File: src/rtl/assert_macros.svh
// Assertion macros used by the fetch core RTL.
// No dependencies; expects clk and rst_n in the including scope.
`ifndef ASSERT_MACROS_SVH
`define ASSERT_MACROS_SVH

// Property checked on every rising clock edge outside reset.
`define ASSERT_CLK(label, prop, msg) \
  label: assert property (@(posedge clk) disable iff (!rst_n) prop) else $error(msg);

// Condition that must never be true outside reset.
`define ASSERT_NEVER(label, cond, msg) \
  `ASSERT_CLK(label, !(cond), msg)

`endif

File: src/rtl/twf_pkg.sv
// Shared constants and types for the wrapped tile window fetch block.
// No dependencies.
package twf_pkg;

  // Command codes
  localparam logic [1:0] CMD_WRITE  = 2'd0;
  localparam logic [1:0] CMD_REGION = 2'd1;
  localparam logic [1:0] CMD_LOCATE = 2'd2;

  // Configuration register indexes
  localparam int CFG_IDX_W = 2;
  localparam logic [CFG_IDX_W-1:0] REG_MAP_WIDTH  = 2'd0;
  localparam logic [CFG_IDX_W-1:0] REG_MAP_HEIGHT = 2'd1;

  localparam int DIM_REG_W = 7;   // map_width / map_height register width
  localparam int CELL_W    = 8;
  localparam int POS_W     = 8;
  localparam int RAD_W     = 4;

  // Window origin is pos - radius: 9-bit signed, magnitude fits 8 bits
  localparam int VAL_W = POS_W + 1;
  localparam int MAG_W = POS_W;

  localparam logic [CELL_W-1:0] SPACE_CHAR = 8'd32;

  typedef enum logic [3:0] {
    ST_IDLE = 4'b0001,
    ST_WRAP = 4'b0010,
    ST_SCAN = 4'b0100,
    ST_ONE  = 4'b1000
  } twf_state_t;

endpackage

File: src/rtl/twf_wrap.sv
// Serial true-modulo unit: remainder of a signed window origin by the map size.
// One quotient bit per cycle, then a sign fix-up. Depends on twf_pkg.
module twf_wrap #(
  parameter int EW    = 7,
  parameter int DIM_W = 6
) (
  input  logic                            clk,
  input  logic                            rst_n,
  input  logic                            start,
  input  logic signed [twf_pkg::VAL_W-1:0] val,
  input  logic [EW-1:0]                   modulus,
  output logic                            done,
  output logic [DIM_W-1:0]                rem
);

  localparam int MAG_W = twf_pkg::MAG_W;
  localparam int CNT_W = $clog2(MAG_W);

  logic                busy_r, busy_nxt;
  logic                fix_r, fix_nxt;
  logic                done_r, done_nxt;
  logic                neg_r, neg_nxt;
  logic [MAG_W-1:0]    mag_r, mag_nxt;
  logic [EW-1:0]       rem_r, rem_nxt;
  logic [EW-1:0]       mod_r, mod_nxt;
  logic [CNT_W-1:0]    cnt_r, cnt_nxt;

  logic [twf_pkg::VAL_W-1:0] val_abs;
  logic [EW:0]               trial;
  logic [EW:0]               diff;

  always_comb begin
    val_abs  = val[twf_pkg::VAL_W-1] ? (-val) : val;
    trial    = {rem_r, mag_r[MAG_W-1]};
    diff     = trial - {1'b0, mod_r};
    busy_nxt = busy_r;
    fix_nxt  = fix_r;
    done_nxt = 1'b0;
    neg_nxt  = neg_r;
    mag_nxt  = mag_r;
    rem_nxt  = rem_r;
    mod_nxt  = mod_r;
    cnt_nxt  = cnt_r;
    if (start) begin
      busy_nxt = 1'b1;
      fix_nxt  = 1'b0;
      neg_nxt  = val[twf_pkg::VAL_W-1];
      mag_nxt  = val_abs[MAG_W-1:0];
      rem_nxt  = '0;
      mod_nxt  = modulus;
      cnt_nxt  = '0;
    end else if (busy_r && !fix_r) begin
      rem_nxt = (trial >= {1'b0, mod_r}) ? diff[EW-1:0] : trial[EW-1:0];
      mag_nxt = {mag_r[MAG_W-2:0], 1'b0};
      cnt_nxt = cnt_r + 1'b1;
      if (cnt_r == CNT_W'(MAG_W - 1)) begin
        fix_nxt = 1'b1;
      end
    end else if (busy_r) begin
      // negative origin: fold remainder back into 0..m-1
      if (neg_r && (rem_r != '0)) begin
        rem_nxt = mod_r - rem_r;
      end
      busy_nxt = 1'b0;
      fix_nxt  = 1'b0;
      done_nxt = 1'b1;
    end
  end

  always_ff @(posedge clk) begin
    if (!rst_n) begin
      busy_r <= 1'b0;
      fix_r  <= 1'b0;
      done_r <= 1'b0;
      cnt_r  <= '0;
    end else begin
      busy_r <= busy_nxt;
      fix_r  <= fix_nxt;
      done_r <= done_nxt;
      cnt_r  <= cnt_nxt;
    end
    neg_r <= neg_nxt;
    mag_r <= mag_nxt;
    rem_r <= rem_nxt;
    mod_r <= mod_nxt;
  end

  assign done = done_r;
  assign rem  = rem_r[DIM_W-1:0];

endmodule

File: config.mk
export PLATFORM = sky130hd
export DESIGN_NAME = twf_wrap
export DESIGN_NICKNAME = d
export VERILOG_FILES = /design/src/rtl/assert_macros.svh /design/src/rtl/twf_pkg.sv /design/src/rtl/twf_wrap.sv
export SDC_FILE = /design/constraint.sdc
export NUM_CORES = 1
export LEC_CHECK = 0
export BUFFER_PORTS_ARGS = -buffer_cell sky130_fd_sc_hd__clkbuf_2
export CORE_MARGIN = 8
export CORE_UTILIZATION = 57
export DETAILED_ROUTE_END_ITERATION = 8
export PLACE_DENSITY = 0.88
export SYNTH_ARGS = -nofsm -noshare
export SYNTH_HDL_FRONTEND = slang
export SYNTH_SLANG_ARGS = --single-unit
File: constraint.sdc
create_clock -name clk -period 3.3 [get_ports clk]
set_input_delay 0.165 -clock clk [delete_from_list [all_inputs] [get_ports clk]]
set_output_delay 0.165 -clock clk [all_outputs]
set_load 0.05 [all_outputs]
==> summary.txt, run 1 <==
RUN STATUS
----------------------------------------------------------------------------------------
Outcome                                                                     complete, no violations

CRITICAL PATH
----------------------------------------------------------------------------------------
Length in cells of the worst reg-to-reg path                                          10
Reg-to-reg setup timing slack                                                     840 ps
Slowest cell on the critical path                                           sky130_fd_sc_hd__fa_1
Max FO, Critical Path                                                                  8
Category of cells accounting for the largest share of critical-path delay   compound AO/OA/AOI/OAI gates
Data arrival, critical path                                                      2650 ps
Buffers & Inverters on Critical Path                                                   2
Critical path data required time                                                 3500 ps
Worst path max stage delay                                                        390 ps
Worst reg2reg endpoint                                                      rem_r[3]$_SDFFE_PP0P_
Cell-by-cell trace of the critical path                                     inv_1 -> ha_1 -> inv_1 -> fa_1 -> a21o_1 -> a211oi_1 -> o21ai_2 -> mux2_4 -> a222oi_1 -> nor2_1
Launching point of the worst reg2reg path                                   mag_r[7]$_DFFE_PP_
Top cell by count, worst path                                               sky130_fd_sc_hd__inv_1
Critical Path End Type                                                              flop
Startpoint Class                                                                    flop
Class of the most critical setup path                                       flop to flop

DIE
----------------------------------------------------------------------------------------
Chip width                                                                      75.04 µm
Total Die Area                                                                  5631 µm²
Floorplan core area                                                             3337 µm²
Initial Utilization                                                               59.54%
Die outline height                                                              75.04 µm
Std-Cell Rows                                                                         21
I/O pin count                                                                         26

LAYOUT
----------------------------------------------------------------------------------------
NumNets Final                                                                        279
Finished Layout Cells                                                                289
Number of diodes added for antenna fixing                                              0
Area added between synthesis and finish                                           12.53%
Layout cell share with drive strength beyond 1                                    16.87%
Number of filler instances in the final layout                                       297
Core occupancy in the finished layout                                             67.00%

CTS
----------------------------------------------------------------------------------------
Clock latency at the later pin of the worst-skew pair                             330 ps
H-tree depth                                                                           2
Cell at the root of the clock tree                                          sky130_fd_sc_hd__clkbuf_4
Clock Pin Slew Worst Setup and Hold Paths                                          90 ps
Sinks on Clock Net                                                                    29
Resized Gates After CTS                                                                0
Count of hold buffers inserted by post-cts repair                                      5
Number of clock buffers inserted by TritonCTS                                          5
TritonCTS clock tree                                                               built
Clock Tree Buf Depth                                                                   2
Post-CTS Setup Bufs                                                                    0

SYNTHESIS
----------------------------------------------------------------------------------------
Distinct cells, synth                                                                 46
Fraction of post-synthesis cell area in the top cell type by area                 24.18%
Number of nets in the synthesized netlist                                            252
Async S/R FF share, synth                                                             0%
Cell types with the largest area share after synthesis                      sky130_fd_sc_hd__edfxtp_1 24%, sky130_fd_sc_hd__dfxtp_1 13%, sky130_fd_sc_hd__ha_1 10%
Average instance area after synthesis                                          9.241 µm²
Post-synth top area cell                                                    sky130_fd_sc_hd__edfxtp_1
Synth warn                                                                             0
Number of enable-type register cells in the synthesized netlist                       16
Register area share after synthesis                                               37.28%
Mapped cell area                                                                1987 µm²
Number of standard cells after synthesis                                             215
Main synth FF type                                                          sky130_fd_sc_hd__edfxtp_1
Number of synthesized register bits                                                   29

GLOBAL ROUTING
----------------------------------------------------------------------------------------
Antenna violations before repair                                                       0
Maximum number of pins on one net before global-route repair                          34
Wire length of the first global-routing pass                                    7.051 mm
Remaining Overflow, GRT                                                                0
Number of global-route vias before repair                                           1651
Overall global routing resource usage                                             16.05%

POWER
----------------------------------------------------------------------------------------
Power share of the combinational group                                             32.0%
Sw Share                                                                          32.93%
Total power                                                                   0.001009 W
Ratio of total power to cell area                                           451.5 nW/µm²
Internal power                                                               0.0006770 W
Switching power                                                              0.0003324 W
Proportion of power drawn by flip-flops and latches                                43.6%
Static Leakage                                                                 0.9603 nW
Maximum VDD drop                                                               0.2545 mV
Share of total power in the clock network                                          24.4%

PLACE
----------------------------------------------------------------------------------------
# placed instances                                                                   275
Global placement routability congestion                                           0.8713
DPL Wire Length                                                                 3.068 mm
I/O Buffers                                                                           25

HOLD PATH
----------------------------------------------------------------------------------------
Number of cells on the worst hold path                                                 1
Worst Hold Launch                                                             modulus[4]
Hold Crit Class                                                             input pin to flop
Hold endpoint                                                               mod_r[4]$_DFFE_PP_

ROUTE
----------------------------------------------------------------------------------------
Antenna-violating nets left                                                            0
Per-cell routed wire length                                                     13.85 µm
Detailed-route DRC error count                                                         0
Vias post-DR                                                                        1620
Post-DR vias/cell                                                                  5.606
Number of DRC markers after the initial detailed-route iteration                      96
Total detailed-routing wirelength                                               4.003 mm
First-pass DRT Iterations                                                              4

TIMING
----------------------------------------------------------------------------------------
Final hold viol count                                                                  0
Share of the cycle needed by the critical path after routing                      74.45%
Final critical delay including setup and external delays                         2457 ps
Measured slew at the worst slew-check pin                                       753.6 ps
Final-report max-slew violation count                                                  0
Max transition margin                                                             49.66%
Worst clock skew on the final layout                                            10.07 ps
Unrepaired setup endpoints after global routing                                    false
Achievable frequency                                                          0.4070 GHz
Final setup violating endpoints                                                        0
Post-Route Setup TNS                                                                0 ps

RUN
----------------------------------------------------------------------------------------
Number of max-capacitance violations reported                                          0

## logic make-up after synthesis
logic type | share of synthesized area, %
fa+ha+maj | 12.09
xor+xnor | 4.408
compound gates | 19.65
buf+inv | 6.423
flops | 37.28
simple gates | 16.31
mux | 3.841
## worst reg2reg max path, stage by stage, from the launching register on
cell,delay (ps)
sky130_fd_sc_hd__edfxtp_1,370
sky130_fd_sc_hd__inv_1,80
sky130_fd_sc_hd__ha_1,160
sky130_fd_sc_hd__inv_1,50
sky130_fd_sc_hd__fa_1,390
sky130_fd_sc_hd__a21o_1,200
sky130_fd_sc_hd__a211oi_1,280
sky130_fd_sc_hd__o21ai_2,180
sky130_fd_sc_hd__mux2_4,340
sky130_fd_sc_hd__a222oi_1,220
sky130_fd_sc_hd__nor2_1,60
## flip-flops by register name, summed over array words and instances (netlist names)
| signal | flops |
|---|---|
| cnt_r | 3 |
| busy_r | 1 |
| mod_r | 7 |
| mag_r | 8 |
| done | 1 |
| neg_r | 1 |
| rem_r | 7 |
| fix_r | 1 |
## power by group through the flow
stage / sequential, W / clock [W] / combinational [W]
after floorplan: 0.000441 / 0 / 0.000260
after detailed placement: 0.000449 / 0 / 0.000315
final: 0.000441 / 0.000246 / 0.000323
after global placement: 0.000448 / 0 / 0.000306
after global routing: 0.000445 / 0.000269 / 0.000364
after CTS: 0.000441 / 0.000252 / 0.000321
## cells in the mapped netlist (2+ instances only)
cell type / instances
sky130_fd_sc_hd__nor2b_1: 4
sky130_fd_sc_hd__nand2b_1: 5
sky130_fd_sc_hd__xor2_1: 5
sky130_fd_sc_hd__fa_1: 2
sky130_fd_sc_hd__o31a_1: 2
sky130_fd_sc_hd__a21oi_1: 20
sky130_fd_sc_hd__xnor2_1: 5
sky130_fd_sc_hd__o211ai_1: 3
sky130_fd_sc_hd__o31ai_1: 3
sky130_fd_sc_hd__mux2i_1: 5
sky130_fd_sc_hd__a211oi_1: 2
sky130_fd_sc_hd__o21a_1: 3
sky130_fd_sc_hd__or2_2: 2
sky130_fd_sc_hd__edfxtp_1: 16
sky130_fd_sc_hd__nor3_1: 2
sky130_fd_sc_hd__or3_1: 4
sky130_fd_sc_hd__nand2_1: 15
sky130_fd_sc_hd__nand3_1: 3
sky130_fd_sc_hd__a222oi_1: 2
sky130_fd_sc_hd__inv_1: 17
sky130_fd_sc_hd__ha_1: 16
sky130_fd_sc_hd__dfxtp_1: 13
sky130_fd_sc_hd__a22oi_1: 2
sky130_fd_sc_hd__nor2_1: 19
sky130_fd_sc_hd__a21o_1: 3
sky130_fd_sc_hd__clkbuf_1: 5
sky130_fd_sc_hd__and2_1: 3
sky130_fd_sc_hd__o21ai_0: 9
sky130_fd_sc_hd__buf_4: 6
sky130_fd_sc_hd__a31oi_1: 2
sky130_fd_sc_hd__a41oi_1: 2
## per-layer routing
| layer | wire length (µm) | vias up | global-route usage (%) |
|---|---|---|---|
| met5 | 0 | - | 0 |
| met1 | 1829 | 748 | 18.85 |
| met4 | 13 | 0 | 5.870 |
| met3 | 215 | 2 | 4.128 |
| met2 | 1943 | 47 | 27.26 |
| li1 | - | 823 | - |
## worst max-delay path by stage
stage | from | end | slack [ps] | depth (start not counted)
after floorplan | mag_r[7]$_DFFE_PP_ | rem_r[3]$_SDFFE_PP0P_ | 1010 | 10
after global placement | mag_r[7]$_DFFE_PP_ | rem_r[3]$_SDFFE_PP0P_ | 920 | 10
after detailed placement | mag_r[7]$_DFFE_PP_ | rem_r[3]$_SDFFE_PP0P_ | 840 | 10
after CTS | mag_r[7]$_DFFE_PP_ | rem_r[3]$_SDFFE_PP0P_ | 840 | 10
after global routing | mag_r[7]$_DFFE_PP_ | rem_r[3]$_SDFFE_PP0P_ | 620 | 10
final | mag_r[7]$_DFFE_PP_ | rem_r[3]$_SDFFE_PP0P_ | 840 | 10
## metrics by stage
stage | setup WS (ps) | instance area [µm²] | hold slack (ps)
floorplan | 1012 | 1987 | 263.9
global placement | 919.3 | 2106 | 342.0
detailed placement | 838.7 | 2106 | 343.8
CTS | 838.4 | 2226 | 2.713
global route | 617.7 | 2236 | 0.7424
finish | 843.2 | 2236 | 25.96
## final cells by class
class | instances | area (µm²) | share of cell area [%]
Multi-Input combinational cell | 158 | 1119 | 50.03
Sequential cell | 29 | 740.7 | 33.13
Timing Repair Buffer | 31 | 185.2 | 8.282
Clock buffer | 7 | 65.06 | 2.910
Inverter | 17 | 63.81 | 2.854
Tap cell | 46 | 57.56 | 2.574
Clock inverter | 1 | 5.005 | 0.2238
## layout by cell type, fill, tap and decap left out, drive strengths merged, types with 2 or more instances in the layout
cell type / netlist / routed
and2: 3 / 3
nand2: 15 / 15
a22oi: 2 / 2
o31a: 2 / 2
nand2b: 5 / 5
o21ai: 11 / 11
nor2b: 4 / 4
clkbuf: 5 / 32
mux2i: 5 / 5
nand3: 3 / 3
dfxtp: 13 / 13
nor3: 2 / 2
a21oi: 20 / 20
a21o: 3 / 3
a211oi: 3 / 3
o211ai: 3 / 3
mux2: 2 / 2
nor2: 19 / 19
ha: 16 / 16
a41oi: 2 / 2
or3: 4 / 4
a31oi: 2 / 2
inv: 17 / 17
edfxtp: 16 / 16
xor2: 5 / 5
dlygate4sd3: 0 / 6
a222oi: 2 / 2
nor4: 2 / 2
fa: 2 / 2
or2: 2 / 2
o31ai: 3 / 3
xnor2: 5 / 5
o21a: 3 / 3
Power figures use the tool's default switching activity.
==> run 2, diff against run 1 <==
--- a/config.mk
+++ b/config.mk
@@ -7,9 +7,9 @@
 export LEC_CHECK = 0
 export BUFFER_PORTS_ARGS = -buffer_cell sky130_fd_sc_hd__clkbuf_2
 export CORE_MARGIN = 8
-export CORE_UTILIZATION = 57
+export CORE_UTILIZATION = 52
 export DETAILED_ROUTE_END_ITERATION = 8
-export PLACE_DENSITY = 0.88
+export PLACE_DENSITY = 0.85
 export SYNTH_ARGS = -nofsm -noshare
 export SYNTH_HDL_FRONTEND = slang
 export SYNTH_SLANG_ARGS = --single-unit
==> constraint.sdc (replaced) <==
create_clock -name clk -period 2.2 [get_ports clk]
set_input_delay 0.11 -clock clk [delete_from_list [all_inputs] [get_ports clk]]
set_output_delay 0.11 -clock clk [all_outputs]
set_load 0.05 [all_outputs]
==> run 2 against run 1 <==
The flow now finishes with violations (negative setup slack). Largest cell class unchanged. Critical path type unchanged. Clock skew decreased by 6.2 ps. Critical path depth unchanged. Sequential share of layout area decreased by 2.2 points. Sequential cell count unchanged. Combinational power increased by 76%. Worst hold slack got worse by 15 ps. Final cell count increased by 5.5%. Non-clock buffer count increased by 14. Via count increased by 4.5%. Die area increased by 7.5%. Register-to-register slack got worse by 930 ps. Power increased by 62%.
==> summary.txt, run 2 (synthesis gave the netlist of run 1 again) <==
DIE
-------------------------------------------------------------------------------
Total Die Area                                                         6055 µm²   +7.5%
Die outline height                                                     77.82 µm   +3.7%
Floorplan core area                                                    3661 µm²   +9.7%
Chip width                                                             77.82 µm   +3.7%
Initial Utilization                                                      54.27%   -5.3 points
I/O pin count                                                                26   unchanged
Std-Cell Rows                                                                22   +4.8%

LAYOUT
-------------------------------------------------------------------------------
Leading cell type in the layout, fill and taps excluded            sky130_fd_sc_hd__clkbuf_2
Area added between synthesis and finish                                  20.40%
Core occupancy in the finished layout                                    65.35%   -1.7 points
Area taken by flip-flops and latches                                  740.7 µm²   unchanged
Number of filler instances in the final layout                              305   +2.7%
NumNets Final                                                               293   +5.0%
Max reg flops                                                                 8   unchanged
Layout cell share with drive strength beyond 1                           23.74%   +6.9 points
Area occupied by multi-input gates                                     1155 µm²   +3.2%
Registers with the most flip-flops                                 mag_r x8, mod_r x7, rem_r x7
Top reg by flops                                                          mag_r
Number of diodes added for antenna fixing                                     0   unchanged
Top library cells by usage in the layout, fill and taps aside      25 x sky130_fd_sc_hd__clkbuf_2, 20 x sky130_fd_sc_hd__a21oi_1, 19 x sky130_fd_sc_hd__nor2_1, 16 x sky130_fd_sc_hd__edfxtp_1
Area of all placed cells without fillers                               2392 µm²   +7.0%

RUN
-------------------------------------------------------------------------------
Number of max-capacitance violations reported                                 0   unchanged

ROUTE
-------------------------------------------------------------------------------
Detailed-route DRC error count                                                0   unchanged
Per-cell routed wire length                                            14.29 µm   +3.2%
Total detailed-routing wirelength                                      4.358 mm   +8.9%
Antenna-violating nets left                                                   0   unchanged
Vias post-DR                                                               1693   +4.5%
First-pass DRT Iterations                                                     4   unchanged
Number of DRC markers after the initial detailed-route iteration            116   +21%
Post-DR vias/cell                                                         5.551   -0.98%

TIMING
-------------------------------------------------------------------------------
Fin worst setup slack                                                 -83.34 ps   -926.6 ps
Unrepaired setup endpoints after global routing                            true
Share of the cycle needed by the critical path after routing             103.8%   +29 points
Final hold viol count                                                         0   unchanged
Final critical delay including setup and external delays                2283 ps   -173.4 ps
Final setup violating endpoints                                               5   +5
Worst clock skew on the final layout                                   3.854 ps   -6.219 ps
Max transition margin                                                    72.42%   +23 points
Post-Route Setup TNS                                                  -238.3 ps   -238.3 ps
Achievable frequency                                                 0.4380 GHz   +7.6%
Measured slew at the worst slew-check pin                              412.8 ps   -340.7 ps
Final-report max-slew violation count                                         0   unchanged

CRITICAL PATH
-------------------------------------------------------------------------------
Length in cells of the worst reg-to-reg path                                 10   unchanged
Critical path data required time                                        2360 ps   -1140 ps
Launching point of the worst reg2reg path                          mag_r[7]$_DFFE_PP_
Startpoint Class                                                           flop
Worst reg2reg endpoint                                             rem_r[3]$_SDFFE_PP0P_
Data arrival, critical path                                             2440 ps   -210 ps
Max FO, Critical Path                                                         6   -2
Critical Path End Type                                                     flop
Class of the most critical setup path                              flop to flop
Setup crit start                                                   mag_r[7]$_DFFE_PP_
Endpoint of the worst setup timing path                            rem_r[3]$_SDFFE_PP0P_
Reg-to-reg setup timing slack                                            -80 ps   -930 ps

POWER
-------------------------------------------------------------------------------
Ratio of total power to cell area                                  685.6 nW/µm²   +52%
Maximum VDD drop                                                      0.4108 mV   +61%
Static Leakage                                                         1.036 nW   +7.9%

PLACE
-------------------------------------------------------------------------------
I/O Buffers                                                                  25   unchanged
Global placement routability congestion                                  0.8266   -5.1%
DP Area                                                                2206 µm²   +4.8%
Worst Setup Slack post-DPL                                            -121.2 ps   -959.9 ps
DPL Wire Length                                                        3.387 mm   +10%

CTS
-------------------------------------------------------------------------------
H-tree depth                                                                  2   unchanged
Number of clock buffers inserted by TritonCTS                                 5   unchanged
Clock Tree Buf Depth                                                          2   unchanged
Sinks on Clock Net                                                           29   unchanged
Clock latency at the later pin of the worst-skew pair                    280 ps   -50 ps
Cell at the root of the clock tree                                 sky130_fd_sc_hd__clkbuf_8
TritonCTS clock tree                                                      built
Clock Pin Slew Worst Setup and Hold Paths                                 60 ps   -30 ps

GLOBAL ROUTING
-------------------------------------------------------------------------------
Maximum number of pins on one net before global-route repair                 18   -47%
Antenna violations before repair                                              0   unchanged
Number of global-route vias before repair                                  1807   +9.4%
Wire length of the first global-routing pass                           7.810 mm   +11%
Remaining Overflow, GRT                                                       0   unchanged
Overall global routing resource usage                                    15.65%   -0.40 points

HOLD PATH
-------------------------------------------------------------------------------
Hold Crit Class                                                    input pin to flop

RUN STATUS
-------------------------------------------------------------------------------
Failing checks                                                     negative setup slack
Outcome                                                            complete, but fails checks

==> run 2: cell count changes in the layout (fill, tap and decap cells not counted), moves of 2 or more <==
| cell | change |
|---|---|
| sky130_fd_sc_hd__buf_4 | +14 |
| sky130_fd_sc_hd__inv_2 | +2 |
| sky130_fd_sc_hd__clkbuf_4 | -5 |
| sky130_fd_sc_hd__inv_1 | -2 |
| sky130_fd_sc_hd__clkbuf_8 | +3 |
==> run 2: worst max-delay path: stages (launching register included) <==
cell,delay [ps]
sky130_fd_sc_hd__edfxtp_1,380
sky130_fd_sc_hd__inv_2,100
sky130_fd_sc_hd__ha_4,140
sky130_fd_sc_hd__inv_2,30
sky130_fd_sc_hd__fa_2,340
sky130_fd_sc_hd__a21o_1,210
sky130_fd_sc_hd__a211oi_2,220
sky130_fd_sc_hd__o21ai_2,140
sky130_fd_sc_hd__mux2_4,320
sky130_fd_sc_hd__a222oi_1,210
sky130_fd_sc_hd__nor2_1,70
==> run 2: through the flow <==
stage | total power, W | hold slack, ps | cells
floorplan | 0.001055 | 208.9 | 215
global placement | 0.001182 | 288.1 | 289
detailed placement | 0.001200 | 288.7 | 289
CTS | 0.001643 | 3.261 | 304
global route | 0.001740 | 3.978 | 305
finish | 0.001640 | 11.01 | 305
==> run 2: power by group <==
part	total [W]	switching, W	internal (W)
clock network	0.000413	0.000195	0.000218
logic	0.000569	0.000306	0.000263
registers	0.000658	0.0000355	0.000623
==> run 2: timing repair <==
item                       CTS  global route
setup endpoints to repair    5             7
buffers inserted             1             1
hold endpoints to repair     6             0
resized for setup            5             2
pin swaps                    2             0
hold buffers                 6             0
==> run 2: worst min path at each step <==
stage	endpoint	slack (ps)	depth (start not counted)	start
floorplan	mod_r[0]$_DFFE_PP_	210	0	modulus[0]
CTS	mod_r[4]$_DFFE_PP_	3	1	modulus[4]
global route	mod_r[4]$_DFFE_PP_	4	1	modulus[4]
finish	mod_r[4]$_DFFE_PP_	10	1	modulus[4]
global placement	mod_r[1]$_DFFE_PP_	290	1	modulus[1]
detailed placement	mod_r[0]$_DFFE_PP_	290	1	modulus[0]
==> run 2: metal layers <==
layer	up-vias	share of wire, %	track usage, %
met3	12	4.5	4.493
met2	37	50	27.57
li1	857	-	-
met5	-	0	0
met4	0	2.1	7.170
met1	787	43	16.87
==> run 2: final cells by class <==
class / instances / area share (%)
multi-input combinational: 158 / 48.27
sequential: 29 / 30.96
timing repair buffer: 45 / 12.13
clock buffer: 6 / 3.033
inverter: 17 / 2.667
tap: 48 / 2.510
clock inverter: 2 / 0.4184
